<file path="src/sv/serial_acia_register_block_top_defines.svh">
// Assertion macros shared by the serial register block.
// Define ASSERT_OFF to compile all assertions out.
`ifndef SERIAL_ACIA_REGISTER_BLOCK_TOP_DEFINES_SVH
`define SERIAL_ACIA_REGISTER_BLOCK_TOP_DEFINES_SVH

`ifndef ASSERT_OFF

// Property must hold at every clock edge outside reset.
`define SABR_ASSERT(lbl, clk, rst, prop, msg) \
   lbl: assert property (@(posedge clk) disable iff (rst) prop) else $error(msg);

// Condition must never be true at a clock edge outside reset.
`define SABR_NEVER(lbl, clk, rst, cond, msg) \
   lbl: assert property (@(posedge clk) disable iff (rst) !(cond)) else $error(msg);

`else

`define SABR_ASSERT(lbl, clk, rst, prop, msg)
`define SABR_NEVER(lbl, clk, rst, cond, msg)

`endif

`endif

</file>
<file path="src/sv/sabr_pkg.sv">
package sabr_pkg;

   // Item kinds on the request channel.
   typedef enum logic [2:0] {
      KIND_READ      = 3'd0,
      KIND_WRITE     = 3'd1,
      KIND_CLEAR_IRQ = 3'd2,
      KIND_LINE_BYTE = 3'd3,
      KIND_TICK      = 3'd4,
      KIND_MRESET    = 3'd5
   } kind_type;

   // CPU register select.
   typedef enum logic [1:0] {
      SEL_DATA    = 2'd0,
      SEL_STATUS  = 2'd1,
      SEL_COMMAND = 2'd2,
      SEL_CONTROL = 2'd3
   } reg_sel_type;

   // Mode bit positions decoded from the command register.
   localparam int MB_DTR = 0;
   localparam int MB_RTS = 1;
   localparam int MB_RXI = 2;
   localparam int MB_TXI = 3;
   localparam int MB_ECH = 4;

   // Stop bit codes.
   localparam logic [1:0] STOP_ONE      = 2'd0;
   localparam logic [1:0] STOP_ONE_HALF = 2'd1;
   localparam logic [1:0] STOP_TWO      = 2'd2;

   // Parity code for no parity.
   localparam logic [2:0] PARITY_NONE = 3'd0;

   // Reset and load values.
   localparam logic [7:0] CMD_RESET_VALUE = 8'h02;
   localparam logic [4:0] CMD_SOFT_LOW    = 5'b00010;
   localparam logic [7:0] RETRIGGER_LOAD  = 8'hFF;

   typedef struct packed {
      kind_type    kind;
      reg_sel_type reg_select;
      logic [7:0]  byte_value;
      logic        link_present;
      logic        tx_accept;
   } req_type;

   typedef struct packed {
      logic [7:0]  read_value;
      logic [7:0]  status_byte;
      logic        irq_pulse;
      logic        tx_valid;
      logic [7:0]  tx_byte;
      logic        rx_refused;
      logic [16:0] baud_rate;
      logic [3:0]  word_bits;
      logic [1:0]  stop_code;
      logic [2:0]  parity_code;
      logic        dtr_out;
      logic        rts_out;
   } rsp_type;

   // Requests from the register logic to the receive FIFO.
   typedef struct packed {
      logic push;
      logic pop;
      logic flush;
   } fifo_ctl_type;

   // FIFO state seen by the register logic.
   typedef struct packed {
      logic has_data;
      logic full;
   } fifo_sts_type;

   // Line rate from the low nibble of the control register.
   function automatic logic [16:0] baud_lookup(input logic [3:0] code);
      logic [16:0] rate;
      case (code)
         4'd0:    rate = 17'd115200;
         4'd1:    rate = 17'd50;
         4'd2:    rate = 17'd75;
         4'd3:    rate = 17'd110;
         4'd4:    rate = 17'd135;
         4'd5:    rate = 17'd150;
         4'd6:    rate = 17'd300;
         4'd7:    rate = 17'd600;
         4'd8:    rate = 17'd1200;
         4'd9:    rate = 17'd1800;
         4'd10:   rate = 17'd2400;
         4'd11:   rate = 17'd3600;
         4'd12:   rate = 17'd4800;
         4'd13:   rate = 17'd7200;
         4'd14:   rate = 17'd9600;
         default: rate = 17'd19200;
      endcase
      return rate;
   endfunction

endpackage

</file>
<file path="src/sv/serial_acia_register_block_top.sv">
// Serial register block in the style of a 6551 ACIA, with a receive FIFO.
// Request channel (req_*): one item per transfer, carrying a CPU read or
// write, an IRQ clear, a byte arriving from the line, a service tick or a
// master reset. Response channel (rsp_*): exactly one result per request,
// in order, with read data, the status byte, the IRQ pulse, the byte sent
// to the line and the decoded line format.
// A request transfer lands in an input register; once the result register
// is free or draining, the register logic processes it and loads the
// result register, which drives rsp_valid. One item per cycle is sustained
// while the receiver does not stall; the single processing stage that
// updates all registers and the FIFO pointers sets that rate.
// When the receiver stalls, the result register holds and the input
// register keeps one more item; req_ready falls only when both are full.
// The receive FIFO is a memory of FIFO_DEPTH entries holding at most
// FIFO_DEPTH-2 bytes; its head is read into a register ahead of use.
// Reset is synchronous and clears both pipeline valid flags and all block
// state; FIFO contents are left as they are, the pointers mark it empty.
module serial_acia_register_block_top
   import sabr_pkg::*;
#(
   parameter int FIFO_DEPTH = 32
) (
   input  logic        clock,
   input  logic        reset,
   input  logic        req_valid,
   output logic        req_ready,
   input  logic [2:0]  req_kind,
   input  logic [1:0]  req_reg_select,
   input  logic [7:0]  req_byte_value,
   input  logic        req_link_present,
   input  logic        req_tx_accept,
   output logic        rsp_valid,
   input  logic        rsp_ready,
   output logic [7:0]  rsp_read_value,
   output logic [7:0]  rsp_status_byte,
   output logic        rsp_irq_pulse,
   output logic        rsp_tx_valid,
   output logic [7:0]  rsp_tx_byte,
   output logic        rsp_rx_refused,
   output logic [16:0] rsp_baud_rate,
   output logic [3:0]  rsp_word_bits,
   output logic [1:0]  rsp_stop_code,
   output logic [2:0]  rsp_parity_code,
   output logic        rsp_dtr_out,
   output logic        rsp_rts_out
);

   logic         in_valid_ff;
   req_type      in_ff;
   logic         out_valid_ff;
   rsp_type      out_ff;
   rsp_type      result;
   logic         advance;
   logic [7:0]   fifo_head;
   fifo_sts_type fifo_sts;
   fifo_ctl_type fifo_ctl;

   // Process the held item when the result register is free or draining.
   assign advance   = in_valid_ff && (!out_valid_ff || rsp_ready);
   assign req_ready = !in_valid_ff || advance;

   // Input register.
   always_ff @(posedge clock) begin
      if (reset) begin
         in_valid_ff <= 1'b0;
      end else if (req_ready) begin
         in_valid_ff <= req_valid;
      end
   end

   always_ff @(posedge clock) begin
      if (req_valid && req_ready) begin
         in_ff.kind         <= kind_type'(req_kind);
         in_ff.reg_select   <= reg_sel_type'(req_reg_select);
         in_ff.byte_value   <= req_byte_value;
         in_ff.link_present <= req_link_present;
         in_ff.tx_accept    <= req_tx_accept;
      end
   end

   sabr_core u_core (
      .clock     (clock),
      .reset     (reset),
      .step      (advance),
      .req       (in_ff),
      .fifo_head (fifo_head),
      .fifo_sts  (fifo_sts),
      .fifo_ctl  (fifo_ctl),
      .rsp       (result)
   );

   sabr_fifo #(
      .FIFO_DEPTH (FIFO_DEPTH)
   ) u_fifo (
      .clock (clock),
      .reset (reset),
      .ctl   (fifo_ctl),
      .wdata (in_ff.byte_value),
      .head  (fifo_head),
      .sts   (fifo_sts)
   );

   // Result register.
   always_ff @(posedge clock) begin
      if (reset) begin
         out_valid_ff <= 1'b0;
      end else if (advance) begin
         out_valid_ff <= 1'b1;
      end else if (rsp_ready) begin
         out_valid_ff <= 1'b0;
      end
   end

   always_ff @(posedge clock) begin
      if (advance) begin
         out_ff <= result;
      end
   end

   assign rsp_valid       = out_valid_ff;
   assign rsp_read_value  = out_ff.read_value;
   assign rsp_status_byte = out_ff.status_byte;
   assign rsp_irq_pulse   = out_ff.irq_pulse;
   assign rsp_tx_valid    = out_ff.tx_valid;
   assign rsp_tx_byte     = out_ff.tx_byte;
   assign rsp_rx_refused  = out_ff.rx_refused;
   assign rsp_baud_rate   = out_ff.baud_rate;
   assign rsp_word_bits   = out_ff.word_bits;
   assign rsp_stop_code   = out_ff.stop_code;
   assign rsp_parity_code = out_ff.parity_code;
   assign rsp_dtr_out     = out_ff.dtr_out;
   assign rsp_rts_out     = out_ff.rts_out;

endmodule

</file>
<file path="src/sv/sabr_fifo.sv">
`include "serial_acia_register_block_top_defines.svh"

module sabr_fifo
   import sabr_pkg::*;
#(
   parameter int FIFO_DEPTH = 32
) (
   input  logic         clock,
   input  logic         reset,
   input  fifo_ctl_type ctl,
   input  logic [7:0]   wdata,
   output logic [7:0]   head,
   output fifo_sts_type sts
);

   localparam int PTR_W = $clog2(FIFO_DEPTH);

   logic [7:0]     mem [FIFO_DEPTH];
   logic [7:0]     head_ff;
   logic [PTR_W-1:0] wptr_ff, wptr_in;
   logic [PTR_W-1:0] rptr_ff, rptr_in;
   logic [PTR_W:0]   fill;

   // Next pointers: a flush returns both to the start.
   always_comb begin
      wptr_in = wptr_ff;
      rptr_in = rptr_ff;
      if (ctl.flush) begin
         wptr_in = '0;
         rptr_in = '0;
      end else begin
         if (ctl.push) begin
            wptr_in = (wptr_ff == PTR_W'(FIFO_DEPTH - 1)) ? '0 : wptr_ff + 1'b1;
         end
         if (ctl.pop) begin
            rptr_in = (rptr_ff == PTR_W'(FIFO_DEPTH - 1)) ? '0 : rptr_ff + 1'b1;
         end
      end
   end

   always_ff @(posedge clock) begin
      if (reset) begin
         wptr_ff <= '0;
         rptr_ff <= '0;
      end else begin
         wptr_ff <= wptr_in;
         rptr_ff <= rptr_in;
      end
   end

   // Storage. The head register is read at the next read pointer so that it
   // always shows the oldest entry; a write to that same entry is forwarded.
   always_ff @(posedge clock) begin
      if (ctl.push) begin
         mem[wptr_ff] <= wdata;
      end
      if (ctl.push && (wptr_ff == rptr_in)) begin
         head_ff <= wdata;
      end else begin
         head_ff <= mem[rptr_in];
      end
   end

   // Fill level with wrap at the configured depth.
   always_comb begin
      if (wptr_ff >= rptr_ff) begin
         fill = {1'b0, wptr_ff} - {1'b0, rptr_ff};
      end else begin
         fill = {1'b0, wptr_ff} + (PTR_W + 1)'(FIFO_DEPTH) - {1'b0, rptr_ff};
      end
   end

   assign head         = head_ff;
   assign sts.has_data = (wptr_ff != rptr_ff);
   assign sts.full     = (fill >= (PTR_W + 1)'(FIFO_DEPTH - 2));

   `SABR_NEVER(a_no_push_full, clock, reset, ctl.push && sts.full, "push into a full FIFO")
   `SABR_NEVER(a_no_pop_empty, clock, reset, ctl.pop && !sts.has_data, "pop from an empty FIFO")
   `SABR_ASSERT(a_flush_empties, clock, reset, ctl.flush |=> !sts.has_data, "FIFO not empty after flush")
   `SABR_NEVER(a_fill_bound, clock, reset, fill > (PTR_W + 1)'(FIFO_DEPTH - 2), "FIFO over capacity")

endmodule

</file>
<file path="src/sv/sabr_core.sv">
module sabr_core
   import sabr_pkg::*;
(
   input  logic         clock,
   input  logic         reset,
   input  logic         step,
   input  req_type      req,
   input  logic [7:0]   fifo_head,
   input  fifo_sts_type fifo_sts,
   output fifo_ctl_type fifo_ctl,
   output rsp_type      rsp
);

   logic [7:0]  data_ff, data_in;
   logic [7:0]  cmd_ff, cmd_in;
   logic [7:0]  ctrl_ff, ctrl_in;
   logic        ndsr_ff, ndsr_in;
   logic        ndcd_ff, ndcd_in;
   logic        ovr_ff, ovr_in;
   logic        rx_full_ff, rx_full_in;
   logic        tx_empty_ff, tx_empty_in;
   logic        irq_ff, irq_in;
   logic [7:0]  tx_hold_ff, tx_hold_in;
   logic [7:0]  retrig_ff, retrig_in;
   logic        link_ff, link_in;
   logic [4:0]  mode_ff, mode_in;
   logic [16:0] baud_ff, baud_in;
   logic [3:0]  bits_ff, bits_in;
   logic [1:0]  stop_ff, stop_in;
   logic [2:0]  parity_ff, parity_in;

   logic         do_cmd, do_ctrl, fire, tx_sent, refused;
   logic [7:0]   rd, tx_out;
   logic         dtr;
   fifo_ctl_type ctl;

   assign dtr = mode_ff[MB_DTR];

   // Next state and result for the item in the input register.
   always_comb begin
      data_in     = data_ff;
      cmd_in      = cmd_ff;
      ctrl_in     = ctrl_ff;
      ndsr_in     = ndsr_ff;
      ndcd_in     = ndcd_ff;
      ovr_in      = ovr_ff;
      rx_full_in  = rx_full_ff;
      tx_empty_in = tx_empty_ff;
      irq_in      = irq_ff;
      tx_hold_in  = tx_hold_ff;
      retrig_in   = retrig_ff;
      link_in     = link_ff;
      mode_in     = mode_ff;
      baud_in     = baud_ff;
      bits_in     = bits_ff;
      stop_in     = stop_ff;
      parity_in   = parity_ff;
      do_cmd      = 1'b0;
      do_ctrl     = 1'b0;
      fire        = 1'b0;
      tx_sent     = 1'b0;
      tx_out      = 8'h00;
      refused     = 1'b0;
      rd          = 8'h00;
      ctl         = '0;

      case (req.kind)
         KIND_READ: begin
            case (req.reg_select)
               SEL_DATA: begin
                  rd         = data_ff;
                  rx_full_in = 1'b0;
               end
               SEL_STATUS:  rd = {irq_ff, ndsr_ff, ndcd_ff, tx_empty_ff, rx_full_ff,
                                  ovr_ff, 2'b00};
               SEL_COMMAND: rd = cmd_ff;
               default:     rd = ctrl_ff;
            endcase
         end
         KIND_WRITE: begin
            case (req.reg_select)
               SEL_DATA: begin
                  tx_hold_in  = req.byte_value;
                  tx_empty_in = 1'b0;
               end
               SEL_STATUS: begin
                  // Programmed reset.
                  ovr_in  = 1'b0;
                  data_in = 8'h00;
                  cmd_in  = {cmd_ff[7:5], CMD_SOFT_LOW};
                  do_cmd  = 1'b1;
               end
               SEL_COMMAND: begin
                  cmd_in = req.byte_value;
                  do_cmd = 1'b1;
               end
               default: begin
                  ctrl_in = req.byte_value;
                  do_ctrl = 1'b1;
               end
            endcase
         end
         KIND_CLEAR_IRQ: irq_in = 1'b0;
         KIND_LINE_BYTE: begin
            if (!fifo_sts.full) begin
               ctl.push = 1'b1;
            end else begin
               refused = 1'b1;
               ovr_in  = 1'b1;
            end
         end
         KIND_TICK: begin
            if (!link_ff) begin
               // Link appears: nothing else moves on this tick.
               if (req.link_present) begin
                  link_in = 1'b1;
                  ndsr_in = 1'b0;
                  ndcd_in = 1'b0;
                  fire    = dtr;
               end
            end else if (!req.link_present) begin
               // Link lost: drop the queued bytes.
               link_in   = 1'b0;
               ctl.flush = 1'b1;
               ndsr_in   = 1'b1;
               ndcd_in   = 1'b1;
               fire      = dtr;
            end else if (dtr) begin
               // Transmit the hold byte, with optional local echo.
               if (!tx_empty_ff && req.tx_accept) begin
                  tx_sent     = 1'b1;
                  tx_out      = tx_hold_ff;
                  tx_empty_in = 1'b1;
                  if (mode_ff[MB_ECH]) begin
                     data_in    = tx_hold_ff;
                     rx_full_in = 1'b1;
                     if (mode_ff[MB_RXI]) begin
                        fire = 1'b1;
                     end
                  end else if (mode_ff[MB_TXI]) begin
                     fire = 1'b1;
                  end
               end
               // Load the next received byte, or count down to a re-interrupt.
               if (!rx_full_in) begin
                  if (fifo_sts.has_data) begin
                     data_in    = fifo_head;
                     ctl.pop    = 1'b1;
                     rx_full_in = 1'b1;
                     retrig_in  = RETRIGGER_LOAD;
                     if (mode_ff[MB_RXI]) begin
                        fire = 1'b1;
                     end
                  end
               end else begin
                  retrig_in = retrig_ff - 8'd1;
                  if ((retrig_in == 8'd0) && mode_ff[MB_RXI]) begin
                     fire = 1'b1;
                  end
               end
            end
         end
         KIND_MRESET: begin
            data_in     = 8'h00;
            cmd_in      = CMD_RESET_VALUE;
            ctrl_in     = 8'h00;
            ndsr_in     = 1'b1;
            ndcd_in     = 1'b1;
            ovr_in      = 1'b0;
            rx_full_in  = 1'b0;
            tx_empty_in = 1'b1;
            irq_in      = 1'b0;
            tx_hold_in  = 8'h00;
            retrig_in   = 8'h00;
            link_in     = 1'b0;
            mode_in     = '0;
            baud_in     = '0;
            bits_in     = '0;
            stop_in     = STOP_ONE;
            parity_in   = PARITY_NONE;
            ctl.flush   = 1'b1;
         end
         default: ;
      endcase

      // Command decode: mode bits, DCD and parity.
      if (do_cmd) begin
         mode_in = '0;
         if (cmd_in[0]) begin
            mode_in[MB_DTR] = 1'b1;
            fire            = ndcd_ff;
            ndcd_in         = 1'b0;
         end else begin
            ndcd_in = 1'b1;
         end
         mode_in[MB_RXI] = !cmd_in[1];
         mode_in[MB_RTS] = |cmd_in[3:2];
         mode_in[MB_TXI] = (cmd_in[3:2] == 2'b01);
         mode_in[MB_ECH] = cmd_in[4];
         parity_in = cmd_in[5] ? ({1'b0, cmd_in[7:6]} + 3'd1) : PARITY_NONE;
      end

      // Control decode: rate, word length and stop bits.
      if (do_ctrl) begin
         baud_in = baud_lookup(ctrl_in[3:0]);
         bits_in = 4'd8 - {2'b00, ctrl_in[6:5]};
         if (ctrl_in[7]) begin
            if ((ctrl_in[6:5] == 2'b11) && (parity_ff == PARITY_NONE)) begin
               stop_in = STOP_ONE_HALF;
            end else if ((ctrl_in[6:5] == 2'b00) && (parity_ff != PARITY_NONE)) begin
               stop_in = STOP_ONE;
            end else begin
               stop_in = STOP_TWO;
            end
         end else begin
            stop_in = STOP_ONE;
         end
      end

      if (fire) begin
         irq_in = 1'b1;
      end
   end

   // Architectural state advances once per processed item.
   always_ff @(posedge clock) begin
      if (reset) begin
         data_ff     <= 8'h00;
         cmd_ff      <= CMD_RESET_VALUE;
         ctrl_ff     <= 8'h00;
         ndsr_ff     <= 1'b1;
         ndcd_ff     <= 1'b1;
         ovr_ff      <= 1'b0;
         rx_full_ff  <= 1'b0;
         tx_empty_ff <= 1'b1;
         irq_ff      <= 1'b0;
         tx_hold_ff  <= 8'h00;
         retrig_ff   <= 8'h00;
         link_ff     <= 1'b0;
         mode_ff     <= '0;
         baud_ff     <= '0;
         bits_ff     <= '0;
         stop_ff     <= STOP_ONE;
         parity_ff   <= PARITY_NONE;
      end else if (step) begin
         data_ff     <= data_in;
         cmd_ff      <= cmd_in;
         ctrl_ff     <= ctrl_in;
         ndsr_ff     <= ndsr_in;
         ndcd_ff     <= ndcd_in;
         ovr_ff      <= ovr_in;
         rx_full_ff  <= rx_full_in;
         tx_empty_ff <= tx_empty_in;
         irq_ff      <= irq_in;
         tx_hold_ff  <= tx_hold_in;
         retrig_ff   <= retrig_in;
         link_ff     <= link_in;
         mode_ff     <= mode_in;
         baud_ff     <= baud_in;
         bits_ff     <= bits_in;
         stop_ff     <= stop_in;
         parity_ff   <= parity_in;
      end
   end

   // FIFO requests only count for an item actually processed.
   assign fifo_ctl = step ? ctl : '0;

   // Result of this item, taken from the updated state.
   always_comb begin
      rsp.read_value  = rd;
      rsp.status_byte = {irq_in, ndsr_in, ndcd_in, tx_empty_in, rx_full_in, ovr_in, 2'b00};
      rsp.irq_pulse   = fire;
      rsp.tx_valid    = tx_sent;
      rsp.tx_byte     = tx_out;
      rsp.rx_refused  = refused;
      rsp.baud_rate   = baud_in;
      rsp.word_bits   = bits_in;
      rsp.stop_code   = stop_in;
      rsp.parity_code = parity_in;
      rsp.dtr_out     = mode_in[MB_DTR];
      rsp.rts_out     = mode_in[MB_RTS];
   end

endmodule
</file>
<file path="config.mk">
export PLATFORM = sky130hd
export DESIGN_NAME = serial_acia_register_block_top
export DESIGN_NICKNAME = d
export VERILOG_FILES = /design/src/sv/sabr_pkg.sv /design/src/sv/serial_acia_register_block_top.sv /design/src/sv/sabr_fifo.sv /design/src/sv/sabr_core.sv
export VERILOG_INCLUDE_DIRS = /design/src /design/src/sv
export SDC_FILE = /design/constraint.sdc
export NUM_CORES = 1
export LEC_CHECK = 0
export BUFFER_PORTS_ARGS = -buffer_cell sky130_fd_sc_hd__buf_2
export CAP_MARGIN = 30
export CORE_ASPECT_RATIO = 1.75
export CORE_MARGIN = 2
export CORE_UTILIZATION = 45
export DETAILED_ROUTE_END_ITERATION = 12
export SLEW_MARGIN = 20
export SYNTH_ARGS = -nofsm -noshare
export SYNTH_HDL_FRONTEND = slang
export SYNTH_SLANG_ARGS = --single-unit
</file>
<file path="constraint.sdc">
create_clock -name clock -period 7.37 [get_ports clock]
set_clock_uncertainty 0.05 [all_clocks]
set_input_delay 1.8425 -clock clock [delete_from_list [all_inputs] [get_ports clock]]
set_output_delay 1.8425 -clock clock [all_outputs]
set_load 0.02 [all_outputs]
</file>
==> results of run 1 <==
==> stage by stage <==
step / cell area [sq um] / instances / hold slack (ps)
2_1_floorplan: 17620 / 1224 / 385.7
3_3_place_gp: 18410 / 1731 / 392.4
3_5_place_dp: 18450 / 1734 / 398.8
4_1_cts: 19680 / 1802 / 409.1
5_1_grt: 19680 / 1803 / 420.7
6_report: 19680 / 1803 / 407.0
==> layout make-up <==
type | instances | area (sq um)
Fill cell | 3289 | 18830
Multi-Input combinational cell | 706 | 5560
Sequential cell | 419 | 11640
Clock buffer | 52 | 1045
Timing Repair Buffer | 94 | 534.3
Clock inverter | 16 | 183.9
Inverter | 31 | 117.6
Tap cell | 485 | 606.8
==> cells by family after synthesis <==
kind of cell               share of synthesized area
adders and majority gates                    0.01960
DFF                                           0.6603
buffers and inverters                        0.02444
and+or+nand+nor                              0.09270
muxes                                         0.1151
xor gates and xnor gates                    0.001989
AOI/OAI and AO/OA                            0.08567
other                                      0.0002129
==> worst reg2reg max path, cell delays in order (launching register included) <==
cell	delay [ps]
edfxtp_1	480
ha_1	630
and4bb_1	820
nor2_4	300
a22oi_1	530
inv_2	140
ha_1	220
inv_1	70
a21oi_1	90
or3b_2	480
o21ai_0	90
o21ai_0	110
==> synthesized netlist by cell type, drive strengths merged (15+ instances only) <==
cell,count,area (sq um)
nor2,138,525.5
nand3,28,145.1
buf,35,190.2
mux2i,18,180.2
o21ai,38,190.2
nand2,102,385.4
a22oi,27,207.7
mux4,81,1824
edfxtp,324,9729
ha,26,325.3
clkbuf,33,123.9
dfxtp,95,1902
and2,15,93.84
inv,30,112.6
a21oi,59,295.3
==> state kept, by name (all words and copies together) (netlist names), 6 cells and up, named ones only <==
name,flops
u_core.retrig_ff,8
in_ff,15
rsp_baud_rate,17
u_core.ctrl_ff,8
rsp_tx_byte,8
u_fifo.mem,256
u_core.baud_ff,17
u_core.tx_hold_ff,8
u_core.cmd_ff,8
rsp_status_byte,6
rsp_read_value,8
u_core.data_ff,8
==> per-layer routing <==
layer	up-vias	track usage	wire, um
met5	-	0	0
met4	0	0.1039	2248
met3	97	0.02342	1420
met2	300	0.4066	24180
met1	5374	0.2381	15730
li1	4840	-	-
==> placed cells by master, fill, tap and decap left out, types with 26 or more instances in the layout <==
master and count:
dfxtp_1 93, mux4_2 81, o21ai_0 33, clkbuf_16 39, a21oi_1 59, edfxtp_1 324, inv_1 27, ha_1 26
nand2_1 101, nor2_1 137, nand3_1 27, buf_2 73, a22oi_1 26
==> worst max-delay path by stage <==
| stage | start | endpoint | slack, ps | cells after the start |
|---|---|---|---|---|
| final | rsp_ready | req_ready | 2850 | 4 |
| after global routing | rsp_ready | req_ready | 2780 | 4 |
| after CTS | rsp_ready | req_ready | 2860 | 4 |
| after detailed placement | rsp_ready | u_fifo.mem[3][4] | 2390 | 8 |
| after global placement | rsp_ready | u_fifo.mem[21][2] | 2470 | 8 |
| after floorplan | rsp_ready | u_core.baud_ff[11] | 2680 | 8 |
==> power by group through the flow <==
stage / clock [mW] / sequential (mW) / combinational, mW
after floorplan: 0 / 2.66 / 0.0820
after detailed placement: 0 / 2.63 / 0.181
after CTS: 2.01 / 2.58 / 0.181
final: 1.97 / 2.58 / 0.179
after global placement: 0 / 2.63 / 0.179
after global routing: 2.10 / 2.58 / 0.194
==> summary.md, run 1 <==
| Metric | Value |
|---|---|
| Status | finished clean |
| Post-synth ARST share | 0 |
| Worst path slowest cell | nor2b_1 |
| Startpoint types | primary input |
| CTS Buf Count | 38 |
| Top delay family on crit path | simple AND/OR/NAND/NOR gates |
| Setup ws final | between 2000 and 3000 ps |
| Worst-path clk slew | around 70 ps |
| Port bufs | 73 |
| Psw | just over 1 mW |
| ANT nets after route | 0 |
| Crit Reg-Reg Endpoint | rsp_baud_rate[7] |
| Final Hold Fails | 0 |
| Min Tclk post-route | 4515 ps |
| Internal power | ~3.7 mW |
| Worst flop-to-flop path startpoint | in_ff[11] |
| Die area | slightly above 0.04 sq mm |
| Initial drt markers | 716 |
| Vias per cell | just under 6 |
| Worst setup EP type | output port |
| Initial Util | 0.4574 |
| Worst ir drop on vdd | between 0.15 and 0.2 mV |
| Power share of the clock group | 0.416 |
| Netlist cell types | 79 |
| Die X | between 150 and 200 um |
| Dominant synthesized flop cell | edfxtp_1 |
| Overall Power | roughly 4.7 mW |
| Internal reg-to-reg setup slack | between 3000 and 4000 ps |
| Setup WS pre-CTS | 2387 ps |
| Post-CTS Setup Bufs | 0 |
| R2R depth | 11 |
| CP dominant cell by count | buf_2 |
| Max H-tree Level | 2 |
| Syn Inst Count | roughly 1200 |
| DRC violations left | 0 |
| Hold_buf cts | 0 |
| Clk buf depth | 3 |
| Register area share after synthesis | 0.6603 |
| Worst Path Required | about 5500 ps |
| Max-cap violation count | 0 |
| Layout cells sized above 1 | 0.1874 |
| Hold Crit Depth | 2 |
| Vias in the first global route | roughly 11000 |
| CTS Sinks | approximately 420 |
| FP Rows | between 90 and 100 |
| Pin count of the biggest net entering global routing | 75 |
| Antenna violations before repair | 0 |
| Antenna cells | 0 |
| Crit path cell chain | buf_2 -> nor2b_1 -> nand2_1 -> buf_2 |
| Num ports | 76 |
| Gr usage total | 0.2151 |
| First-pass GRT wire length | ~67 mm |
| Dpl hpwl | around 30 mm |
| Sequential Power Share | 0.546 |
| Slew Limit Fails | 0 |
| CP arrival | around 2600 ps |
| Worst path bufs/invs | 2 |
| TritonRoute pass-1 iters | 7 |
| Combinational fraction of design power | 0.038 |
| Maximum clock frequency | 221.5 MHz |
| Post-CTS sizing | 0 |
| CTS tree | yes |
| Avg Cell Area, Syn | 14.40 sq um |
| Peak fanout along the critical path | 5 |
| Final setup violating endpoints | 0 |
| Max incr delay on CP | between 300 and 400 ps |
| NumNets Final | around 1300 |
| Clk root buf | clkbuf_16 |
| RD Place Congestion | around 0.86 |
| P per Cell Area | about 240 mW/mm^2 |
| Hold Path End | u_core.baud_ff[7] |
| Sw Ratio | 0.2133 |
| Area growth syn-to-layout | 11.75% |
| Seq cells post-synth | between 400 and 500 |
| Die Y | roughly 270 um |
| Post-synth EDFFs | 324 |
| Gr ovfl total | 0 |
| Worst-Margin Slew | just over 900 ps |
| Final WL | approximately 44 mm |
| TNS Setup | 0 ps |
| Leak | ~6.5 nW |
| Relative slew slack | 0.3964 |
| Yosys warns | 0 |
| Hold Crit Start | u_core.baud_ff[7] |
| Total number of vias | 10611 |
| Post-Syn Area | roughly 0.018 sq mm |
| Drt wl/cell | roughly 24 um |
| Layout Utilization | 0.5111 |
| RSZ-0062 raised after global routing | false |
| Crit Path Category | primary input to output port |
| Clk_lat worst skew | approximately 540 ps |
| Final Cycle Share | 0.6126 |
| Core area | roughly 0.039 sq mm |
| Worst Hold Class | flop to flop |
No activity file was read; power rests on OpenSTA's default activity.
==> inputs of run 2 (changes only) <==
- clock period: 7.37 -> 4.2 ns (I/O delays scaled with it)
==> run 2 against run 1 <==
Non-clock buffer count is 42 higher. Via count increased by 2.4%. Die area unchanged. Sequential share of layout area is 1.1 points lower. Sequential power is 76% higher. Global-route usage up 1.3 points. Flip-flop and latch count unchanged. Count of clock-buffer cells in the layout increased by 1. Highest routed layer unchanged. Cell area is 1.9% higher. Cell count increased by 2.5%. Setup slack lost 2200 ps.
==> summary.md, run 2 (synthesis gave the netlist of run 1 again) <==
| Metric | Value |
|---|---|
| Status | finished clean (unchanged) |
| R2R depth | 12 (was 11) |
| Fillers | 3283 (was 3289) |
| DR WL met3 | 1.641 mm (was 1.420 mm) |
| CTS tree | yes (unchanged) |
| Wire length on met1 | 15.76 mm (was 15.73 mm) |
| Initial drt markers | 875 (was 716) |
| Startpoint types | flop (was primary input) |
| Hold Crit Start | u_core.baud_ff[11] (was u_core.baud_ff[7]) |
| Final WL | 46.80 mm (was 43.58 mm) |
| Total number of vias | 10865 (was 10611) |
| Post-CTS Setup Bufs | 0 (unchanged) |
| Num ports | 76 (unchanged) |
| CP arrival | 3760 ps (was 2620 ps) |
| Post-CTS sizing | 0 (unchanged) |
| Die Y | 265.7 um (unchanged) |
| First-pass GRT wire length | 69.01 mm (was 66.71 mm) |
| CTS Buf Count | 39 (was 38) |
| Area of the multi-input gates | 0.005568 sq mm (was 0.005560 sq mm) |
| Max-cap violation count | 0 (unchanged) |
| Worst-path clk slew | 60 ps (was 70 ps) |
| Combinational fraction of design power | 0.038 (about the same) |
| P per Cell Area | 419.5 mW/mm^2 (was 240.2 mW/mm^2) |
| Metal2 WL | 26.82 mm (was 24.18 mm) |
| Crit Path Category | flop to flop (was primary input to output port) |
| Worst ir drop on vdd | 0.2741 mV (was 0.1735 mV) |
| Max H-tree Level | 2 (unchanged) |
| Vias per cell | 5.879 (was 5.885) |
| Worst flop-to-flop path startpoint | u_fifo.wptr_ff[0] (was in_ff[11]) |
| Hold Crit Depth | 2 (unchanged) |
| Clk_lat worst skew | 540 ps (about the same) |
| FP Rows | 95 (unchanged) |
| Final Non-Filler Cells | 1848 (was 1803) |
| Dpl hpwl | 32.00 mm (was 29.41 mm) |
| DRC violations left | 0 (unchanged) |
| Gr usage total | 0.2276 (was 0.2151) |
| Psw | 1.788 mW (was 1.008 mW) |
| Area growth syn-to-layout | 13.92% (was 11.75%) |
| Commonest non-fill, non-tap cells in the layout | edfxtp_1, nor2_1, nand2_1, dfxtp_1, mux4_2 (unchanged) |
| Hold Path End | u_core.baud_ff[11] (was u_core.baud_ff[7]) |
| Internal reg-to-reg setup slack | 690 ps (was 3100 ps) |
| TritonRoute pass-1 iters | 5 (was 7) |
| Drt wl/cell | 25.32 um (was 24.17 um) |
| Slew Limit Fails | 0 (unchanged) |
| Dpl cells | 1777 (was 1734) |
| Leak | 6.721 nW (was 6.452 nW) |
| Commonest non-fill, non-tap cell in the layout | edfxtp_1 (unchanged) |
| Layout Utilization | 0.5211 (was 0.5111) |
| Power share of the clock group | 0.423 (was 0.416) |
| Reg with most FFs | u_fifo.mem (unchanged) |
| Worst Hold Class | flop to flop (unchanged) |
| Min Tclk post-route | 3509 ps |
| Layout cells sized above 1 | 0.2157 (was 0.1874) |
| Gr ovfl total | 0 (unchanged) |
| Clk root buf | clkbuf_16 (unchanged) |
| Vias in the first global route | 11078 (was 10836) |
| Initial Util | 0.4574 (unchanged) |
| Worst-Margin Slew | 907.0 ps (was 905.4 ps) |
| Hold_buf cts | 0 (unchanged) |
| Maximum clock frequency | roughly 280 MHz |
| Final setup violating endpoints | 0 (unchanged) |
| RSZ-0062 raised after global routing | false (unchanged) |
| Worst setup EP type | flop (was output port) |
| CTS Sinks | 419 (unchanged) |
| Sequential Power Share | 0.539 (was 0.546) |
| Register area | 0.01164 sq mm (unchanged) |
| Antenna violations before repair | 0 (unchanged) |
| Crit Reg-Reg Endpoint | u_fifo.mem[3][6] (was rsp_baud_rate[7]) |
| TNS Setup | 0 ps (unchanged) |
| Final Cycle Share | 0.8355 |
| Sw Ratio | 0.2124 (was 0.2133) |
| Max reg flops | 256 (unchanged) |
| Antenna cells | 0 (unchanged) |
| Port bufs | 73 (unchanged) |
| Peak fanout along the critical path | 8 (was 5) |
| Die X | 153.6 um (unchanged) |
| NumNets Final | 1379 (was 1336) |
| Final Hold Fails | 0 (unchanged) |
| Relative slew slack | 0.3953 (was 0.3964) |
| RD Place Congestion | 0.8797 (was 0.8623) |
| Pin count of the biggest net entering global routing | 74 (was 75) |
| Internal power | 6.629 mW (was 3.720 mW) |
| ANT nets after route | 0 (unchanged) |
| Die area | 0.04080 sq mm (unchanged) |
| Highest metal used | met4 (unchanged) |
| Worst Path Required | 4450 ps (was 5480 ps) |
| Clk buf depth | 3 (unchanged) |
| Core area | 0.03851 sq mm (unchanged) |
==> run 2: cell types whose count changed in the layout (fill, tap and decap cells not counted), sizes merged <==
cell      previous run  this run
clkinvlp             3         1
clkbuf              52        53
buf                 94       136
clkinv              11        16
inv                 30        29
==> run 2: final cells by class <==
cell class | instances | area share
clock buffers | 53 | 0.05537
clock inverters | 18 | 0.008418
inverters | 31 | 0.005861
multi-input cells | 706 | 0.2775
flip-flops and latches | 419 | 0.5799
well taps | 485 | 0.03024
repair buffers | 136 | 0.04277
==> run 2: worst max-delay path, stage by stage (launching register included) <==
cell,delay (ps)
dfxtp_1,350
inv_1,130
ha_1,180
inv_1,60
fa_1,480
a21o_1,180
a21o_1,190
o41ai_1,500
o22ai_2,210
buf_4,200
nand2_1,420
nor2_1,120
buf_4,200
==> run 2: through the flow <==
stage	worst slack (ps)	cell area (sq um)	hold WS (ps)	total power [mW]
after floorplan	300.2	17620	385.7	4.806
after global placement	753.3	18760	391.7	4.946
after detailed placement	711.6	18790	399.8	4.950
after CTS	675.2	20070	410.4	8.481
after global routing	482.1	20070	428.5	8.664
final	691.1	20070	410.3	8.417
==> run 2: worst max path at each step <==
stage	end	from	cells after the start
floorplan	u_core.baud_ff[11]	rsp_ready	8
global placement	u_fifo.mem[24][5]	rsp_ready	9
detailed placement	u_fifo.mem[11][1]	u_fifo.wptr_ff[0]	12
CTS	u_fifo.mem[3][4]	u_fifo.wptr_ff[0]	12
global route	u_fifo.mem[21][6]	u_fifo.wptr_ff[0]	12
finish	u_fifo.mem[3][6]	u_fifo.wptr_ff[0]	12
==> run 2: metal layers <==
layer	vias up	global-route usage
met3	108	0.02489
met1	5490	0.2308
met2	353	0.4503
met5	-	0
met4	0	0.1163
li1	4914	-
==> run 2: power groups by stage <==
stage | Combinational [mW] | Sequential [mW] | Clock [mW]
after global placement | 0.317 | 4.63 | 0
final | 0.320 | 4.54 | 3.56
after detailed placement | 0.320 | 4.63 | 0
after global routing | 0.344 | 4.54 | 3.78
after floorplan | 0.144 | 4.66 | 0
after CTS | 0.321 | 4.54 | 3.62
